==> src/hw/rtl/btd_pkg.sv <==
// ----------------------------------------------------------------------------
// btd_pkg
// Shared types and constants of the byte-level token text decoder.
// ----------------------------------------------------------------------------
package btd_pkg;

	// capacity register
	localparam int unsigned CAP_W     = 13;
	localparam logic [CAP_W-1:0] CAP_RESET = 13'd64;
	localparam logic [CAP_W-1:0] CAP_MAX   = 13'd4096;

	// decoded byte count within one string
	localparam int unsigned WC_W = 12;

	// default depth of the result group queue
	localparam int unsigned Q_DEPTH = 4;

	// most results one input byte can cause
	localparam int unsigned GRP_MAX = 3;

	// utf-8 class masks and patterns
	localparam logic [7:0] LEAD2_MASK = 8'hE0;
	localparam logic [7:0] LEAD2_PAT  = 8'hC0;
	localparam logic [7:0] LEAD3_MASK = 8'hF0;
	localparam logic [7:0] LEAD3_PAT  = 8'hE0;
	localparam logic [7:0] CONT_MASK  = 8'hC0;
	localparam logic [7:0] CONT_PAT   = 8'h80;

	// remapped code point window and control byte limit
	localparam logic [10:0] CP_LO   = 11'h100;
	localparam logic [10:0] CP_HI   = 11'h143;
	localparam logic [7:0]  CTRL_LIM = 8'h20;
	localparam logic [7:0]  CH_TAB  = 8'h09;
	localparam logic [7:0]  CH_LF   = 8'h0A;
	localparam logic [7:0]  CH_CR   = 8'h0D;

	// results caused by one input byte, in order
	typedef struct packed {
		logic [1:0]                 cnt;
		logic [GRP_MAX-1:0][7:0]    bytes;
		logic [GRP_MAX-1:0]         lasts;
	} grp_t;

endpackage

==> src/hw/rtl/btd_if.sv <==
// ----------------------------------------------------------------------------
// btd_in_if / btd_out_if
// Valid/ready channels of the byte-level token text decoder.
// ----------------------------------------------------------------------------
interface btd_in_if;
	logic       valid;
	logic       ready;
	logic [7:0] in_byte;

	modport source (output valid, output in_byte, input ready);
	modport sink   (input valid, input in_byte, output ready);
endinterface

interface btd_out_if;
	logic       valid;
	logic       ready;
	logic [7:0] out_byte;
	logic       last;

	modport source (output valid, output out_byte, output last, input ready);
	modport sink   (input valid, input out_byte, input last, output ready);
endinterface

==> src/hw/rtl/btd_front.sv <==
// ----------------------------------------------------------------------------
// btd_front
// Classifies each input byte, tracks held sequence bytes and the output
// budget, and pushes the group of results it causes into the queue.
// ----------------------------------------------------------------------------
module btd_front (
	input  logic                      clk,
	input  logic                      arst_n,
	input  logic                      cfg_we,
	input  logic [btd_pkg::CAP_W-1:0] cfg_wdata,
	input  logic                      in_valid,
	input  logic [7:0]                in_byte,
	output logic                      in_ready,
	input  logic                      q_full,
	output logic                      push,
	output btd_pkg::grp_t             push_grp
);
	import btd_pkg::*;

	logic [CAP_W-1:0] cap_q;
	logic [CAP_W-1:0] cap_eff;
	logic [WC_W-1:0]  wc_q, wc_d;
	logic [1:0]       held_cnt_q, held_cnt_d;
	logic [7:0]       held0_q, held0_d, held1_q, held1_d;
	logic             acc;
	logic [CAP_W:0]   wc_ext;
	logic             f1, f2, f3;
	logic             b_zero, b_lead2, b_lead3, b_cont, c0_lead2;
	logic [10:0]      cp;
	logic [7:0]       raw;
	logic             keep;
	logic [1:0]       n;
	grp_t             grp;

	assign in_ready = !q_full;
	assign acc      = in_valid && !q_full;

	// capacity register
	always_ff @(posedge clk or negedge arst_n) begin
		if (!arst_n) begin
			cap_q <= CAP_RESET;
		end else if (cfg_we) begin
			cap_q <= cfg_wdata;
		end
	end

	// clamp capacity to 1..4096
	always_comb begin
		if (cap_q == '0) begin
			cap_eff = CAP_W'(1);
		end else if (cap_q > CAP_MAX) begin
			cap_eff = CAP_MAX;
		end else begin
			cap_eff = cap_q;
		end
	end

	// budget checks
	assign wc_ext = (CAP_W + 1)'(wc_q);
	assign f1     = (wc_ext + (CAP_W + 1)'(1)) < (CAP_W + 1)'(cap_eff);
	assign f2     = (wc_ext + (CAP_W + 1)'(2)) < (CAP_W + 1)'(cap_eff);
	assign f3     = (wc_ext + (CAP_W + 1)'(3)) < (CAP_W + 1)'(cap_eff);

	// byte classes
	assign b_zero   = (in_byte == 8'h00);
	assign b_lead2  = (in_byte & LEAD2_MASK) == LEAD2_PAT;
	assign b_lead3  = (in_byte & LEAD3_MASK) == LEAD3_PAT;
	assign b_cont   = (in_byte & CONT_MASK) == CONT_PAT;
	assign c0_lead2 = (held0_q & LEAD2_MASK) == LEAD2_PAT;

	// two-byte code point and its remapped raw byte
	assign cp   = {held0_q[4:0], in_byte[5:0]};
	assign raw  = cp[7:0];
	assign keep = (raw >= CTRL_LIM) || (raw == CH_LF) || (raw == CH_CR) || (raw == CH_TAB);

	// results and next state for the current byte
	always_comb begin
		grp        = '0;
		n          = 2'd0;
		held_cnt_d = held_cnt_q;
		held0_d    = held0_q;
		held1_d    = held1_q;
		wc_d       = wc_q;
		if (b_zero) begin
			// flush held bytes singly, then the terminator
			if (held_cnt_q != 2'd0 && f1) begin
				grp.bytes[n] = held0_q;
				n = n + 2'd1;
			end
			if (held_cnt_q == 2'd2 && f2) begin
				grp.bytes[n] = held1_q;
				n = n + 2'd1;
			end
			grp.bytes[n] = 8'h00;
			grp.lasts[n] = 1'b1;
			n = n + 2'd1;
			held_cnt_d = 2'd0;
			wc_d       = '0;
		end else begin
			case (held_cnt_q)
				2'd0: begin
					if (f1) begin
						if (b_lead2 || b_lead3) begin
							held0_d    = in_byte;
							held_cnt_d = 2'd1;
						end else begin
							grp.bytes[n] = in_byte;
							n = n + 2'd1;
						end
					end
				end
				2'd1: begin
					if (c0_lead2) begin
						held_cnt_d = 2'd0;
						if (b_cont) begin
							if (cp >= CP_LO && cp <= CP_HI) begin
								if (keep && f1) begin
									grp.bytes[n] = raw;
									n = n + 2'd1;
								end
							end else if (f2) begin
								grp.bytes[n] = held0_q;
								n = n + 2'd1;
								grp.bytes[n] = in_byte;
								n = n + 2'd1;
							end
						end else begin
							// broken sequence: lead goes out singly, byte starts afresh
							if (f1) begin
								grp.bytes[n] = held0_q;
								n = n + 2'd1;
							end
							if (f2) begin
								if (b_lead2 || b_lead3) begin
									held0_d    = in_byte;
									held_cnt_d = 2'd1;
								end else begin
									grp.bytes[n] = in_byte;
									n = n + 2'd1;
								end
							end
						end
					end else begin
						held1_d    = in_byte;
						held_cnt_d = 2'd2;
					end
				end
				default: begin
					held_cnt_d = 2'd0;
					if (f3) begin
						grp.bytes[n] = held0_q;
						n = n + 2'd1;
						grp.bytes[n] = held1_q;
						n = n + 2'd1;
						grp.bytes[n] = in_byte;
						n = n + 2'd1;
					end
				end
			endcase
			wc_d = wc_q + WC_W'(n);
		end
		grp.cnt = n;
	end

	assign push     = acc && (n != 2'd0);
	assign push_grp = grp;

	// sequence state
	always_ff @(posedge clk or negedge arst_n) begin
		if (!arst_n) begin
			held_cnt_q <= 2'd0;
			held0_q    <= 8'h00;
			held1_q    <= 8'h00;
			wc_q       <= '0;
		end else if (acc) begin
			held_cnt_q <= held_cnt_d;
			held0_q    <= held0_d;
			held1_q    <= held1_d;
			wc_q       <= wc_d;
		end
	end

endmodule

==> src/hw/rtl/btd_queue.sv <==
// ----------------------------------------------------------------------------
// btd_queue
// Short queue of result groups between the front and the back.
// ----------------------------------------------------------------------------
module btd_queue #(
	parameter int unsigned DEPTH = btd_pkg::Q_DEPTH
) (
	input  logic          clk,
	input  logic          arst_n,
	input  logic          push,
	input  btd_pkg::grp_t push_grp,
	input  logic          pop,
	output btd_pkg::grp_t head,
	output logic          empty,
	output logic          full
);
	import btd_pkg::*;

	localparam int unsigned PW = (DEPTH > 1) ? $clog2(DEPTH) : 1;
	localparam int unsigned CW = $clog2(DEPTH + 1);

	grp_t            mem_q [DEPTH];
	logic [PW-1:0]   wr_ptr_q, rd_ptr_q;
	logic [CW-1:0]   cnt_q;

	assign empty = (cnt_q == '0);
	assign full  = (cnt_q == CW'(DEPTH));
	assign head  = mem_q[rd_ptr_q];

	// storage
	always_ff @(posedge clk) begin
		if (push) begin
			mem_q[wr_ptr_q] <= push_grp;
		end
	end

	// pointers and fill level
	always_ff @(posedge clk or negedge arst_n) begin
		if (!arst_n) begin
			wr_ptr_q <= '0;
			rd_ptr_q <= '0;
			cnt_q    <= '0;
		end else begin
			if (push) begin
				wr_ptr_q <= (wr_ptr_q == PW'(DEPTH - 1)) ? '0 : wr_ptr_q + 1'b1;
			end
			if (pop) begin
				rd_ptr_q <= (rd_ptr_q == PW'(DEPTH - 1)) ? '0 : rd_ptr_q + 1'b1;
			end
			if (push && !pop) begin
				cnt_q <= cnt_q + 1'b1;
			end else if (pop && !push) begin
				cnt_q <= cnt_q - 1'b1;
			end
		end
	end

endmodule

==> src/hw/rtl/btd_back.sv <==
// ----------------------------------------------------------------------------
// btd_back
// Walks the head group of the queue and sends one result byte per cycle,
// while the output is ready, through the output register.
// ----------------------------------------------------------------------------
module btd_back (
	input  logic          clk,
	input  logic          arst_n,
	input  btd_pkg::grp_t head,
	input  logic          q_empty,
	output logic          pop,
	output logic          out_valid,
	input  logic          out_ready,
	output logic [7:0]    out_byte,
	output logic          out_last
);
	import btd_pkg::*;

	logic       ov_q;
	logic [7:0] ob_q;
	logic       ol_q;
	logic [1:0] idx_q;
	logic       load;
	logic       at_end;

	assign load   = !q_empty && (!ov_q || out_ready);
	assign at_end = (idx_q == head.cnt - 2'd1);
	assign pop    = load && at_end;

	// position within the head group
	always_ff @(posedge clk or negedge arst_n) begin
		if (!arst_n) begin
			idx_q <= 2'd0;
			ov_q  <= 1'b0;
		end else begin
			if (load) begin
				idx_q <= at_end ? 2'd0 : idx_q + 2'd1;
				ov_q  <= 1'b1;
			end else if (out_ready) begin
				ov_q <= 1'b0;
			end
		end
	end

	// output payload register
	always_ff @(posedge clk) begin
		if (load) begin
			ob_q <= head.bytes[idx_q];
			ol_q <= head.lasts[idx_q];
		end
	end

	assign out_valid = ov_q;
	assign out_byte  = ob_q;
	assign out_last  = ol_q;

endmodule

==> src/hw/rtl/byte_level_token_text_decoder.sv <==
// ----------------------------------------------------------------------------
// byte_level_token_text_decoder
// Maps the byte-level UTF-8 form of token strings back to plain bytes.
// ----------------------------------------------------------------------------
// in_ch carries one token string byte per transfer; byte 0 ends the string.
// out_ch carries decoded bytes; the closing 0 byte of each string has last=1.
// cfg_we/cfg_wdata write the output capacity (reset 64); write while idle.
// One input transfer is taken per cycle while the group queue has room;
// each byte yields zero to three results, queued as one group if any.
// The back stage sends one result per cycle while out_ch is ready; each result
// is registered in the queue and then in the output register.
// The sustained rate is one input byte per cycle, bounded on average by the
// single output port; the queue of QUEUE_DEPTH groups absorbs bursts.
// When out_ch stalls, results stay in the output register and the queue,
// and in_ch.ready drops only once the queue is full.
// Reset clears held sequence bytes, the byte count and the queue, and sets
// the capacity back to 64.
// ----------------------------------------------------------------------------
module byte_level_token_text_decoder #(
	parameter int unsigned QUEUE_DEPTH = btd_pkg::Q_DEPTH
) (
	input  logic                      clk,
	input  logic                      arst_n,
	input  logic                      cfg_we,
	input  logic [btd_pkg::CAP_W-1:0] cfg_wdata,
	btd_in_if.sink                    in_ch,
	btd_out_if.source                 out_ch
);
	import btd_pkg::*;

	logic push, pop, q_empty, q_full;
	grp_t push_grp, head;

	// classify and budget
	btd_front u_front (
		.clk       (clk),
		.arst_n    (arst_n),
		.cfg_we    (cfg_we),
		.cfg_wdata (cfg_wdata),
		.in_valid  (in_ch.valid),
		.in_byte   (in_ch.in_byte),
		.in_ready  (in_ch.ready),
		.q_full    (q_full),
		.push      (push),
		.push_grp  (push_grp)
	);

	// result group queue
	btd_queue #(
		.DEPTH (QUEUE_DEPTH)
	) u_queue (
		.clk      (clk),
		.arst_n   (arst_n),
		.push     (push),
		.push_grp (push_grp),
		.pop      (pop),
		.head     (head),
		.empty    (q_empty),
		.full     (q_full)
	);

	// serialize onto the output channel
	btd_back u_back (
		.clk       (clk),
		.arst_n    (arst_n),
		.head      (head),
		.q_empty   (q_empty),
		.pop       (pop),
		.out_valid (out_ch.valid),
		.out_ready (out_ch.ready),
		.out_byte  (out_ch.out_byte),
		.out_last  (out_ch.last)
	);

endmodule
==> src/flat_wrapper.sv <==
// flat-port wrapper written by rule: the top's interface ports become plain ports
module byte_level_token_text_decoder_flat import btd_pkg::*;
#(
	parameter int unsigned QUEUE_DEPTH = btd_pkg::Q_DEPTH
)
  (clk, arst_n, cfg_we, cfg_wdata, in_ch_valid, in_ch_in_byte, in_ch_ready, out_ch_valid, out_ch_out_byte, out_ch_last, out_ch_ready);
  btd_in_if in_ch_i ();
  btd_out_if out_ch_i ();
  input  logic clk;
  input  logic arst_n;
  input  logic cfg_we;
  input  logic [btd_pkg::CAP_W-1:0] cfg_wdata;
  input wire logic [$bits(in_ch_i.valid)-1:0] in_ch_valid;
  input wire logic [$bits(in_ch_i.in_byte)-1:0] in_ch_in_byte;
  output wire logic [$bits(in_ch_i.ready)-1:0] in_ch_ready;
  output wire logic [$bits(out_ch_i.valid)-1:0] out_ch_valid;
  output wire logic [$bits(out_ch_i.out_byte)-1:0] out_ch_out_byte;
  output wire logic [$bits(out_ch_i.last)-1:0] out_ch_last;
  input wire logic [$bits(out_ch_i.ready)-1:0] out_ch_ready;
  assign in_ch_i.valid = in_ch_valid;
  assign in_ch_i.in_byte = in_ch_in_byte;
  assign in_ch_ready = in_ch_i.ready;
  assign out_ch_valid = out_ch_i.valid;
  assign out_ch_out_byte = out_ch_i.out_byte;
  assign out_ch_last = out_ch_i.last;
  assign out_ch_i.ready = out_ch_ready;
  byte_level_token_text_decoder #(.QUEUE_DEPTH(QUEUE_DEPTH)) u_core (.clk(clk), .arst_n(arst_n), .cfg_we(cfg_we), .cfg_wdata(cfg_wdata), .in_ch(in_ch_i), .out_ch(out_ch_i));
endmodule
==> config.mk <==
export PLATFORM = sky130hd
export DESIGN_NAME = byte_level_token_text_decoder_flat
export DESIGN_NICKNAME = d
export VERILOG_FILES = /design/src/hw/rtl/btd_pkg.sv /design/src/hw/rtl/btd_if.sv /design/src/hw/rtl/btd_front.sv /design/src/hw/rtl/btd_queue.sv /design/src/hw/rtl/btd_back.sv /design/src/hw/rtl/byte_level_token_text_decoder.sv /design/src/flat_wrapper.sv
export SDC_FILE = /design/constraint.sdc
export NUM_CORES = 1
export LEC_CHECK = 0
export BUFFER_PORTS_ARGS = -buffer_cell sky130_fd_sc_hd__buf_2
export CAP_MARGIN = 20
export CORE_MARGIN = 4
export CORE_UTILIZATION = 35
export DETAILED_ROUTE_END_ITERATION = 8
export PLACE_DENSITY = 0.53
export SLEW_MARGIN = 20
export SYNTH_ARGS = -nofsm -noshare
export SYNTH_HDL_FRONTEND = slang
export SYNTH_HIERARCHICAL = 1
export SYNTH_SLANG_ARGS = --single-unit
==> constraint.sdc <==
create_clock -name clk -period 5.9 [get_ports clk]
set_clock_uncertainty 0.15 [all_clocks]
set_input_delay 1.18 -clock clk [delete_from_list [all_inputs] [get_ports clk]]
set_output_delay 1.18 -clock clk [all_outputs]
set_load 0.01 [all_outputs]
### Word level (Yosys, flattened, before mapping)

Memory sizes are Yosys's and may differ from the RTL's.
Cells that the tools add are included.

| word-level totals | value |
|---|---|
| ROM bits | 0 |
| bits in registers | 62 |
| word-level logic and storage cells | 185 |
| memory bits (writable) | 116 |
| latch bits | 0 |
| output and inout port bits | 11 |
| input port bits | 26 |
| memories | 1 |

| operators by class | value |
|---|---|
| divide/modulo/power cells | 0 |
| order comparisons | 14 |
| equality and inequality tests | 19 |
| multipliers | 0 |
| multiplexer cells | 87 |
| shifts and indexed selects | 0 |
| reduce and logical (&&, ||, !) cells | 35 |
| bitwise gates (word level) | 4 |
| add/sub/neg operators | 13 |

Memory list:

| memory | words | bits a word | rd ports | clocked after memory_dff | write ports | line | text |
|---|---|---|---|---|---|---|---|
| u_core.u_queue.mem_q | 4 | 29 | 1 | 0 | 1 | btd_queue.sv:22 | `grp_t mem_q [DEPTH];` |

Operators with widths:

| operator | count |
|---|---|
| 8-bit 2-to-1 mux | 22 |
| 24-bit 2-to-1 mux | 7 |
| 24-bit bitwise mux | 2 |
| 8-bit demux with 2-bit select | 3 |
| 2-bit 2-to-1 mux | 23 |
| 13-bit < comparator | 3 |
| 16-bit 2-to-1 mux | 2 |
| 16-bit one-hot mux with 2 select lines | 1 |
| 8-bit one-hot mux with 2 select lines | 2 |
| 12-bit by 2-bit adder with 13-bit output, second input constant | 2 |
| 13-bit 2-to-1 mux | 2 |
| 24-bit bitwise AND | 1 |
| 8-bit by 4-bit == test with 1-bit output, second input constant | 3 |
| 24-bit NOT | 1 |
| 8-bit binary-select mux with 2-bit select | 1 |
| 1-bit 2-to-1 mux | 14 |
| 12-bit by 1-bit adder with 13-bit output, second input constant | 1 |
| 13-bit > comparator, second input constant | 1 |
| 1-bit logical AND | 13 |
| 13-bit logical NOT | 1 |
| 12-bit by 2-bit adder with 12-bit output | 1 |
| 2-bit by 1-bit adder with 2-bit output, second input constant | 6 |
| 2-bit by 3-bit < comparator with 1-bit output, second input constant | 4 |
| 12-bit 2-to-1 mux | 1 |
| 28 further kinds | 55 |

### Depth between registers and ports, before layout

Gate-level depths: netlist of the first run.

| logic depth | value |
|---|---|
| depth after elaboration | 23 |
| gate-level depth with buffers | 25 |
| depth with buffers taken out | 24 |

### By module

The synthesis of the first run kept the hierarchy.

By module, submodules not included:

| module | seq. area each (um^2) | area each (um^2) | times used | cells each |
|---|---|---|---|---|
| btd_queue | 3,658.5 | 4,600.7 | 1 | 188 |
| btd_front | 1,077.3 | 4,252.8 | 1 | 487 |
| btd_back | 345.3 | 640.6 | 1 | 59 |

### Least setup slack after synthesis of the first run

No wires, ideal clock.

| timing | value |
|---|---|
| kind | flip-flop to flip-flop |
| from | reg u_core.u_front.wc_q[1] |
| to | mem u_core/u_queue/mem_q[1][0] (netlist name) (enable) |
| setup slack | 0.870 ns |
| required time | 5.361 ns |
| data arrival time | 4.492 ns |
| period minus slack after synthesis | 5.030 ns |
| cell stages (with the launch flop) | 18 |
| path through | dfrtp_1 -> ha_1 -> nand2_2 -> nor3_4 -> or2b_1 -> xnor2_1 -> ha_1 -> nand2_1 -> nor4_1 -> nor3_1 -> o311ai_4 -> a211oi_1 -> inv_1 -> ha_1 -> and2_1 -> o21bai_1 -> a31oi_1 -> and2_1 |

| on the way | value |
|---|---|
| word-level cells in the longest chain between the ends | 19 |

Ends and longest elaborated chain:

| what | line | text |
|---|---|---|
| start, declared | btd_front.sv:22 | `logic [WC_W-1:0] wc_q, wc_d;` |
| start signal, assigned | btd_front.sv:179 | `wc_q <= wc_d;` |
| 12-bit by 1-bit adder with 13-bit output | btd_front.sv:60 | `assign f1 = (wc_ext + (CAP_W + 1)'(1)) < (CAP_W + 1)'(cap_eff);` |
| 13-bit < comparator | btd_front.sv:60 |  |
| 1-bit 2-to-1 mux | btd_front.sv:129 | `if (f1) begin` |
| 2-bit 2-to-1 mux | btd_front.sv:115 | `if (b_cont) begin` |
| 2-bit 2-to-1 mux | btd_front.sv:113 | `if (c0_lead2) begin` |
| 2-bit 2-to-1 mux | btd_front.sv:100 | `case (held_cnt_q)` |
| 2-bit 2-to-1 mux | btd_front.sv:84 | `if (b_zero) begin` |
| 2-bit by 1-bit adder with 2-bit output | btd_front.sv:139 | `n = n + 2'd1;` |
| [4 not listed] | -- |  |
| 2-bit one-hot mux with 2 select lines | btd_front.sv:100 |  |
| 2-bit 2-to-1 mux | btd_front.sv:84 |  |
| 2-bit 2-to-1 mux (*) | btd_front.sv:84 |  |
| 2-bit nonzero test (*) | btd_front.sv:165 | `assign push = acc && (n != 2'd0);` |
| 1-bit logical AND (*) | btd_front.sv:165 |  |
| named net u_core.push | byte_level_token_text_decoder.sv:31 | `logic push, pop, q_empty, q_full;` |
| 1-bit 2-to-1 mux (*) | btd_queue.sv:32 | `if (push) begin` |
| 1-bit 2-to-1 mux (implied by the code) (*) | btd_queue.sv:33 | `mem_q[wr_ptr_q] <= push_grp;` |
| end, declared | btd_queue.sv:22 |  |

Mark *: on every way through the listed nets, which the timed path passes. The rest lies on a longest branch. The select of a mux whose other input is x is not followed.

### Worst setup path in the final report of the first run

| timing | value |
|---|---|
| from | reg u_core.u_front.wc_q[1] |
| to | reg u_core.u_front.wc_q[10] |

| on the way | value |
|---|---|
| word-level cells in the longest chain between the ends | 16 |

Ends and longest elaborated chain:

| what | line | text |
|---|---|---|
| 12-bit by 1-bit adder with 13-bit output | btd_front.sv:60 |  |
| 13-bit < comparator | btd_front.sv:60 |  |
| 1-bit 2-to-1 mux | btd_front.sv:129 |  |
| 2-bit 2-to-1 mux | btd_front.sv:115 |  |
| 2-bit 2-to-1 mux | btd_front.sv:113 |  |
| 2-bit 2-to-1 mux | btd_front.sv:100 |  |
| 2-bit 2-to-1 mux | btd_front.sv:84 |  |
| 2-bit by 1-bit adder with 2-bit output | btd_front.sv:139 |  |
| 2-bit 2-to-1 mux | btd_front.sv:134 | `if (b_lead2 \|\| b_lead3) begin` |
| 2-bit 2-to-1 mux | btd_front.sv:133 | `if (f2) begin` |
| 2-bit 2-to-1 mux | btd_front.sv:115 |  |
| 2-bit 2-to-1 mux | btd_front.sv:113 |  |
| 2-bit one-hot mux with 2 select lines | btd_front.sv:100 |  |
| 2-bit 2-to-1 mux | btd_front.sv:84 |  |
| 12-bit by 2-bit adder with 12-bit output (*) | btd_front.sv:160 | `wc_d = wc_q + WC_W'(n);` |
| 12-bit 2-to-1 mux (*) | btd_front.sv:84 |  |

Mark *: on every way between the ends. The rest lies on a longest branch, timed or not. The select of a mux whose other input is x is not followed.
A chain may end at the register's enable or synchronous reset.

==> flow_results.xml, run 1 <==
<?xml version="1.0" encoding="UTF-8"?>
<metrics>
  <group name="route">
    <metric name="drc" unit="">0</metric>
    <metric name="total_vias_in_the_final_route" unit="">6043</metric>
    <metric name="wl_met1" unit="microns">10180</metric>
    <metric name="vias_per_cell" unit="">5.396</metric>
    <metric name="met2RoutedLength" unit="microns">10390</metric>
    <metric name="wire_per_inst" unit="microns">19.26</metric>
    <metric name="met3WireLength" unit="microns">744</metric>
    <metric name="drtIter0Drc" unit="">391</metric>
    <metric name="route.top_layer_used" unit="">met4</metric>
    <metric name="detail_route.wirelength" unit="microns">21570</metric>
    <metric name="iteration_count_of_the_initial_detailed_routing_pass" unit="">8</metric>
    <metric name="postRouteAntennaNets" unit="">0</metric>
  </group>
  <group name="layout">
    <metric name="final_cells" unit="">1120</metric>
    <metric name="antenna_cells" unit="">0</metric>
    <metric name="post-route-cell-area" unit="sq mm">0.01071</metric>
    <metric name="final.fill_count" unit="">2505</metric>
    <metric name="regArea" unit="sq mm">0.005084</metric>
    <metric name="nNetsFinal" unit="">839</metric>
    <metric name="area.growth.synth_to_final" unit="%">12.78</metric>
    <metric name="fraction_of_layout_cells_with_a_size_suffix_above_1" unit="">0.2169</metric>
    <metric name="multi_input_comb_area" unit="sq mm">0.004126</metric>
    <metric name="utilization" unit="">0.3995</metric>
  </group>
  <group name="grt">
    <metric name="grt_first_pass_wirelength" unit="microns">34760</metric>
    <metric name="first_global_vias" unit="">6125</metric>
    <metric name="largest_net_degree_at_the_start_of_global_routing" unit="">54</metric>
    <metric name="globalRouteOverflowTotal" unit="">0</metric>
    <metric name="antenna_found_initial" unit="">0</metric>
    <metric name="grt_usage" unit="">0.1469</metric>
  </group>
  <group name="run">
    <metric name="max-cap-violations" unit="">0</metric>
  </group>
  <group name="synth">
    <metric name="syn-cell-area" unit="sq mm">0.009494</metric>
    <metric name="proportion_of_synthesized_flip_flops_having_asynchronous_set_or_reset" unit="">0.2978</metric>
    <metric name="synth_seq_cells" unit="">178</metric>
    <metric name="synthMostInstantiatedCell" unit="">edfxtp_1</metric>
    <metric name="synthTopCellsByCount" unit="">edfxtp_1, nand2_1, dfrtp_1</metric>
    <metric name="netlist.top_cell.by_area" unit="">edfxtp_1</metric>
    <metric name="most_used_flip_flop_cell_after_synthesis" unit="">edfxtp_1</metric>
    <metric name="netlist.area_leader.share" unit="">0.3954</metric>
    <metric name="synth-edff-count" unit="">125</metric>
    <metric name="synth_seq_area_share" unit="">0.5352</metric>
    <metric name="synthTopCellsByArea" unit="">edfxtp_1, dfrtp_1, mux4_2</metric>
    <metric name="ys_warn_count" unit="">6</metric>
    <metric name="synthesis.area_per_instance" unit="sq um">12.93</metric>
    <metric name="post_synth_inst_count" unit="">734</metric>
    <metric name="post_synth_num_cell_types" unit="">79</metric>
    <metric name="postSynthNetCount" unit="">807</metric>
  </group>
  <group name="worst_setup_path">
    <metric name="most_frequent_cell_on_the_critical_path" unit="">ha_1</metric>
    <metric name="worst_path_largest_cell_delay" unit="ns">0.50</metric>
    <metric name="cp_data_arrival_time" unit="ns">5.51</metric>
    <metric name="critical_path_buf_inv_count" unit="">2</metric>
    <metric name="timing.critical_path.max_delay_family" unit="">simple AND/OR/NAND/NOR gates</metric>
    <metric name="worst_setup_path_end_kind" unit="">flip-flop</metric>
    <metric name="standard_cell_with_the_maximum_stage_delay_on_the_critical_path" unit="">dfrtp_1</metric>
    <metric name="crit_chain" unit="">ha_1 &gt; nand2_2 &gt; nor3_4 &gt; or2b_1 &gt; xnor2_1 &gt; ha_1 &gt; nand2_1 &gt; or2_2 &gt; o311ai_4 &gt; a21o_4 &gt; inv_4 &gt; ha_1 &gt; and3_1 &gt; nor2_1 &gt; o21ai_0 &gt; ha_1 &gt; inv_1 &gt; fa_1 &gt; nor4_2 &gt; nand3_1 &gt; xor2_1 &gt; nor2_1</metric>
    <metric name="critical_path_peak_fanout" unit="">14</metric>
    <metric name="worst-setup-path-type" unit="">flip-flop to flip-flop</metric>
    <metric name="cp_data_required_time" unit="ns">6.05</metric>
    <metric name="worst_setup_path_start_kind" unit="">flip-flop</metric>
  </group>
  <group name="clock_network">
    <metric name="ctsHtreeMaxLevel" unit="">4</metric>
    <metric name="post-cts-setup-buffer-count" unit="">0</metric>
    <metric name="cts.path.max_buffers" unit="">2</metric>
    <metric name="path_clk_slew" unit="ns">0.08</metric>
    <metric name="cts_tree" unit="">built</metric>
    <metric name="clkLatencyLatePin" unit="ns">0.43</metric>
    <metric name="cts_root_buffer" unit="">clkbuf_16</metric>
    <metric name="number_of_sinks_handled_by_clock_tree_synthesis" unit="">178</metric>
    <metric name="cts_buffers" unit="">17</metric>
  </group>
  <group name="placement">
    <metric name="gpl.final_weighted_congestion" unit="">0.8260</metric>
    <metric name="port_buffers" unit="">36</metric>
    <metric name="placement.setup.worst_slack" unit="ns">0.4560</metric>
    <metric name="placed_area" unit="sq mm">0.01006</metric>
    <metric name="post-place-cells" unit="">1088</metric>
    <metric name="final_hpwl_from_detailed_placement" unit="microns">14860</metric>
  </group>
  <group name="floorplanning">
    <metric name="core.rowCount" unit="">60</metric>
    <metric name="die_height" unit="microns">172.7</metric>
    <metric name="design.core.area" unit="sq mm">0.02680</metric>
    <metric name="die_area" unit="sq mm">0.02983</metric>
    <metric name="die_width" unit="microns">172.7</metric>
    <metric name="floorplan.io_pins" unit="">37</metric>
    <metric name="start_util" unit="">0.3542</metric>
  </group>
  <group name="power">
    <metric name="fin_total_pwr" unit="mW">4.938</metric>
    <metric name="power.static_leakage" unit="nW">4.062</metric>
    <metric name="worst_ir_drop_vdd" unit="V">0.0002100</metric>
    <metric name="power_per_cell_area" unit="mW/mm^2">461.2</metric>
  </group>
  <group name="timing">
    <metric name="slew_headroom" unit="">0.2310</metric>
    <metric name="report.final.setup_viol" unit="">0</metric>
    <metric name="min_hold_slack" unit="ns">0.3328</metric>
    <metric name="achievable-frequency" unit="MHz">186.6</metric>
    <metric name="worst_slew_pin_slew" unit="ns">1.124</metric>
    <metric name="finalCriticalPeriod" unit="ns">5.359</metric>
    <metric name="unrepaired_setup_endpoints_after_global_routing" unit="">false</metric>
    <metric name="slew_violations" unit="">0</metric>
    <metric name="report.final.hold_viol_count" unit="">0</metric>
    <metric name="tns" unit="ns">0</metric>
    <metric name="final_ws_setup" unit="ns">0.5414</metric>
    <metric name="layout_worst_path_cycle_share" unit="">0.9082</metric>
  </group>
  <group name="status">
    <metric name="status" unit="">finished, final reports clean</metric>
  </group>
  <group name="worst_hold_path">
    <metric name="worstHoldPathType" unit="">flip-flop to flip-flop</metric>
  </group>
</metrics>
what timing repair did:
item                                    in CTS  in global routing
hold buffers                                 0                  0
endpoints found under the setup margin       0                  3
gates resized for setup                      0                  3
worst reg2reg max path: stages, from the launching register on:
cell	delay [ns]
dfrtp_1	0.50
ha_1	0.30
nand2_2	0.12
nor3_4	0.32
or2b_1	0.28
xnor2_1	0.13
ha_1	0.30
nand2_1	0.09
or2_2	0.33
o311ai_4	0.36
a21o_4	0.20
inv_4	0.09
ha_1	0.28
and3_1	0.15
nor2_1	0.05
o21ai_0	0.16
ha_1	0.19
inv_1	0.05
fa_1	0.45
nor4_2	0.39
nand3_1	0.14
xor2_1	0.16
nor2_1	0.05
area by class of cell:
type / instances / share of cell area
flip-flops and latches: 178 / 0.4748
multi-input cells: 493 / 0.3854
well taps: 341 / 0.03985
clock buffers: 17 / 0.03973
repair buffers: 49 / 0.03061
clock inverters: 15 / 0.01998
inverters: 27 / 0.009699
power breakdown:
group,internal (mW),switching [mW]
Clock,0.594,0.585
Combinational,0.785,0.956
Sequential,1.77,0.246
Total,3.15,1.79
registers in the layout, summed over array words and instances (netlist names):
register and flops:
u_core/u_queue/mem_q 116, u_core/u_front/cap_q 13, u_core/u_front/wc_q 12, u_core/u_back/out_byte 8, u_core/u_front/held0_q 8, u_core/u_front/held1_q 8
u_core/u_queue/cnt_q 3, u_core/u_back/idx_q 2, u_core/u_front/held_cnt_q 2, u_core/u_queue/rd_ptr_q 2, u_core/u_queue/wr_ptr_q 2, u_core/u_back/out_last 1
u_core/u_back/out_valid 1
cells in the final DEF (no fill, tap or decap), drive strengths merged, types with 3 or more instances in the layout:
cell and instances:
nand4 4, inv 36, clkinv 6, buf 49, and2 16, nor2b 11, a21oi 18, a211oi 6
a21o 13, a31oi 6, a221oi 5, nand2b 6, a221o 5, a2111oi 3, nor2 43, a22o 12
xnor2 23, mux2 29, nand3 21, o21ai 22, edfxtp 125, mux2i 10, nand2 61, nor3 13
o31ai 12, xor2 18, nor4 10, or2 5, mux4 29, clkbuf 17, o211ai 7, dfrtp 52
ha 45
worst paths after layout:
check                                           from                         to  slack, ns  cells after the start
max                           u_core/u_front/wc_q[1]    u_core/u_front/wc_q[10]       0.54                     22
min                        u_core/u_front/held0_q[7]  u_core/u_front/held0_q[7]       0.33                      2
max reg2reg                   u_core/u_front/wc_q[1]    u_core/u_front/wc_q[10]       0.54                     22
min reg2reg                u_core/u_front/held0_q[7]  u_core/u_front/held0_q[7]       0.33                      2
max in group asynchronous                     arst_n     u_core/u_front/wc_q[2]       4.30                      2
min in group asynchronous                     arst_n    u_core/u_back/out_valid       0.73                      2
logic make-up after synthesis:
| logic type | after synthesis | share of synthesized area |
|---|---|---|
| buffers and inverters | 63 | 0.03136 |
| adder cells (fa/ha/maj) | 47 | 0.06352 |
| AO/OA/AOI/OAI | 128 | 0.1024 |
| XOR/XNOR | 41 | 0.03861 |
| multiplexers | 68 | 0.1141 |
| AND/OR/NAND/NOR | 209 | 0.1148 |
| flip-flops | 178 | 0.5352 |
per-layer routing:
metal  up-vias  global-route usage
li1       2847                   -
met1      3046              0.2050
met2       133              0.2363
met3        17             0.02842
met4         0             0.04024
met5         -                   0
(Power assumes the default switching activity.)
==> run 2, diff against run 1 <==
--- a/config.mk
+++ b/config.mk
@@ -5,12 +5,12 @@
 export SDC_FILE = /design/constraint.sdc
 export NUM_CORES = 1
 export LEC_CHECK = 0
-export BUFFER_PORTS_ARGS = -buffer_cell sky130_fd_sc_hd__buf_2
 export CAP_MARGIN = 20
 export CORE_MARGIN = 4
 export CORE_UTILIZATION = 35
 export DETAILED_ROUTE_END_ITERATION = 8
-export PLACE_DENSITY = 0.53
+export DONT_BUFFER_PORTS = 1
+export PLACE_DENSITY = 0.52
 export SLEW_MARGIN = 20
 export SYNTH_ARGS = -nofsm -noshare
 export SYNTH_HDL_FRONTEND = slang
==> run 2 against run 1 <==
Effect of this change:
- sequential power about the same
- cell count decreased by 3.3%
- via count down 1.6%
==> flow_results.xml, run 2 (same netlist as run 1, synthesis figures left out) <==
<?xml version="1.0" encoding="UTF-8"?>
<metrics>
  <group name="status">
    <metric name="status" unit="">finished, final reports clean</metric>
  </group>
  <group name="route">
    <metric name="drtIter0Drc" unit="">347</metric>
    <metric name="iteration_count_of_the_initial_detailed_routing_pass" unit="">4</metric>
    <metric name="detail_route.wirelength" unit="microns">22170</metric>
    <metric name="vias_per_cell" unit="">5.490</metric>
    <metric name="wire_per_inst" unit="microns">20.47</metric>
    <metric name="drc" unit="">0</metric>
    <metric name="postRouteAntennaNets" unit="">0</metric>
    <metric name="total_vias_in_the_final_route" unit="">5946</metric>
  </group>
  <group name="placement">
    <metric name="post-place-cells" unit="">1051</metric>
    <metric name="placement.setup.worst_slack" unit="ns">0.3637</metric>
    <metric name="gpl.final_weighted_congestion" unit="">0.8493</metric>
    <metric name="port_buffers" unit="">0</metric>
    <metric name="final_hpwl_from_detailed_placement" unit="microns">15620</metric>
  </group>
  <group name="timing">
    <metric name="slew_headroom" unit="">0.3794</metric>
    <metric name="slew_violations" unit="">0</metric>
    <metric name="finalCriticalPeriod" unit="ns">5.408</metric>
    <metric name="worst_slew_pin_slew" unit="ns">0.9285</metric>
    <metric name="tns" unit="ns">0</metric>
    <metric name="layout_worst_path_cycle_share" unit="">0.9167</metric>
    <metric name="report.final.setup_viol" unit="">0</metric>
    <metric name="unrepaired_setup_endpoints_after_global_routing" unit="">false</metric>
    <metric name="final_ws_setup" unit="ns">0.4917</metric>
    <metric name="report.final.hold_viol_count" unit="">0</metric>
    <metric name="achievable-frequency" unit="MHz">184.9</metric>
  </group>
  <group name="worst_setup_path">
    <metric name="rr_startpoint" unit="">u_core/u_front/wc_q[1]</metric>
    <metric name="worst-setup-path-type" unit="">flip-flop to flip-flop</metric>
    <metric name="worst_setup_path_start_kind" unit="">flip-flop</metric>
    <metric name="setup_slack_reg_to_reg" unit="ns">0.49</metric>
    <metric name="rr_worst_depth" unit="">23</metric>
    <metric name="worst_setup_path_end_kind" unit="">flip-flop</metric>
    <metric name="cp_data_required_time" unit="ns">6.05</metric>
    <metric name="cp_data_arrival_time" unit="ns">5.56</metric>
    <metric name="critical_path_peak_fanout" unit="">14</metric>
    <metric name="worstReg2RegEnd" unit="">u_core/u_front/wc_q[9]</metric>
  </group>
  <group name="grt">
    <metric name="globalRouteOverflowTotal" unit="">0</metric>
    <metric name="grt_usage" unit="">0.1509</metric>
    <metric name="first_global_vias" unit="">6131</metric>
    <metric name="grt_first_pass_wirelength" unit="microns">35460</metric>
    <metric name="largest_net_degree_at_the_start_of_global_routing" unit="">54</metric>
    <metric name="antenna_found_initial" unit="">0</metric>
  </group>
  <group name="power">
    <metric name="power.static_leakage" unit="nW">3.914</metric>
    <metric name="worst_ir_drop_vdd" unit="V">0.0001830</metric>
    <metric name="power_per_cell_area" unit="mW/mm^2">468.8</metric>
  </group>
  <group name="clock_network">
    <metric name="post-cts-setup-buffer-count" unit="">0</metric>
    <metric name="clkLatencyLatePin" unit="ns">0.43</metric>
    <metric name="cts_buffers" unit="">17</metric>
    <metric name="path_clk_slew" unit="ns">0.08</metric>
    <metric name="cts_root_buffer" unit="">clkbuf_16</metric>
    <metric name="ctsHtreeMaxLevel" unit="">4</metric>
    <metric name="cts_tree" unit="">built</metric>
    <metric name="cts.path.max_buffers" unit="">2</metric>
    <metric name="number_of_sinks_handled_by_clock_tree_synthesis" unit="">178</metric>
  </group>
  <group name="layout">
    <metric name="largest_reg_flops" unit="">116</metric>
    <metric name="final_common_cell" unit="">edfxtp_1</metric>
    <metric name="area.growth.synth_to_final" unit="%">10.66</metric>
    <metric name="fraction_of_layout_cells_with_a_size_suffix_above_1" unit="">0.1779</metric>
    <metric name="final.fill_count" unit="">2464</metric>
    <metric name="nNetsFinal" unit="">802</metric>
    <metric name="biggestRegsByFlops" unit="">u_core/u_queue/mem_q (116), u_core/u_front/cap_q (13), u_core/u_front/wc_q (12)</metric>
    <metric name="antenna_cells" unit="">0</metric>
    <metric name="final_cells" unit="">1083</metric>
    <metric name="regMostFlops" unit="">u_core/u_queue/mem_q</metric>
    <metric name="layout_common_cells" unit="">edfxtp_1, nand2_1, dfrtp_1, ha_1, nor2_1</metric>
  </group>
  <group name="floorplanning">
    <metric name="die_area" unit="sq mm">0.02983</metric>
    <metric name="design.core.area" unit="sq mm">0.02680</metric>
    <metric name="die_height" unit="microns">172.7</metric>
    <metric name="floorplan.io_pins" unit="">37</metric>
    <metric name="core.rowCount" unit="">60</metric>
    <metric name="start_util" unit="">0.3542</metric>
    <metric name="die_width" unit="microns">172.7</metric>
  </group>
  <group name="worst_hold_path">
    <metric name="worstHoldPathType" unit="">input port to async pin</metric>
  </group>
  <group name="run">
    <metric name="max-cap-violations" unit="">0</metric>
  </group>
</metrics>
-- run 2: cell count changes in the layout (fill, tap and decap cells not counted) --
| cell | before | now |
|---|---|---|
| a2111oi_0 | 3 | 2 |
| a2111oi_1 | 0 | 1 |
| buf_12 | 4 | 3 |
| buf_2 | 36 | 0 |
| clkinv_8 | 6 | 5 |
| inv_6 | 4 | 3 |
| inv_8 | 0 | 2 |
-- run 2: timing repair --
item,CTS,global route
hold buffers,0,0
gates resized for setup,0,3
setup endpoints to repair,0,3
-- run 2: how the worst max path moves through the flow --
stage	startpoint	to	slack (ns)
detailed placement	u_core/u_front/wc_q[2]	u_core/u_front/wc_q[10]	0.36
finish	u_core/u_front/wc_q[1]	u_core/u_front/wc_q[9]	0.49
floorplan	u_core/u_front/wc_q[1]	u_core/u_queue/mem_q[1][0]	0.87
global route	u_core/u_front/wc_q[2]	u_core/u_front/wc_q[9]	0.1
CTS	u_core/u_front/wc_q[2]	u_core/u_queue/cnt_q[2]	0.33
global placement	u_core/u_front/wc_q[2]	u_core/u_front/wc_q[10]	0.54
-- run 2: per-layer routing --
layer / up-vias / wire, microns / GRT usage
met2: 128 / 11110 / 0.2551
li1: 2763 / - / -
met1: 3042 / 10130 / 0.2042
met5: - / 0 / 0
met3: 13 / 730 / 0.02798
met4: 0 / 193 / 0.03392
-- run 2: critical path: stages, from the launching register on --
cell and delay (ns):
dfrtp_1 0.47, ha_1 0.30, nand2_2 0.13, nor3_4 0.32, or2b_1 0.28, xnor2_1 0.13, ha_1 0.30, nand2_1 0.10
or2_2 0.33, o311ai_4 0.36, a21o_4 0.19, inv_4 0.09, ha_1 0.22, a21oi_1 0.13, nor2_1 0.05, a31o_2 0.29
ha_1 0.28, a21oi_1 0.06, nor2b_1 0.22, nand3_1 0.20, nor3_1 0.31, nand3_1 0.14, xor2_1 0.16, nor2_1 0.05
-- run 2: where the power goes --
part | total [mW] | internal [mW] | leakage [nW] | switching, mW
logic | 1.70 | 0.760 | 1.80 | 0.944
clock network | 1.18 | 0.595 | 0.306 | 0.583
registers | 2.04 | 1.78 | 1.81 | 0.267
-- run 2: cell type report --
class | count | area [sq um] | share of cell area
clock buffers | 17 | 425.4 | 0.04049
clock inverters | 15 | 211.5 | 0.02013
inverters | 27 | 103.9 | 0.009885
multi-input cells | 493 | 4128 | 0.3929
flip-flops and latches | 178 | 5084 | 0.4839
well taps | 341 | 426.7 | 0.04061
repair buffers | 12 | 127.6 | 0.01215
-- run 2: stage by stage --
stage	power, mW	hold slack, ns	cell area [sq um]	util
3_5_place_dp	3.794	0.3362	9857	0.3678
2_1_floorplan	3.282	0.2763	9494	-
5_1_grt	5.252	0.2568	10510	0.3920
6_report	4.926	0.2853	10510	0.3920
3_3_place_gp	3.722	0.3212	9856	0.3677
4_1_cts	4.994	0.2662	10490	0.3916
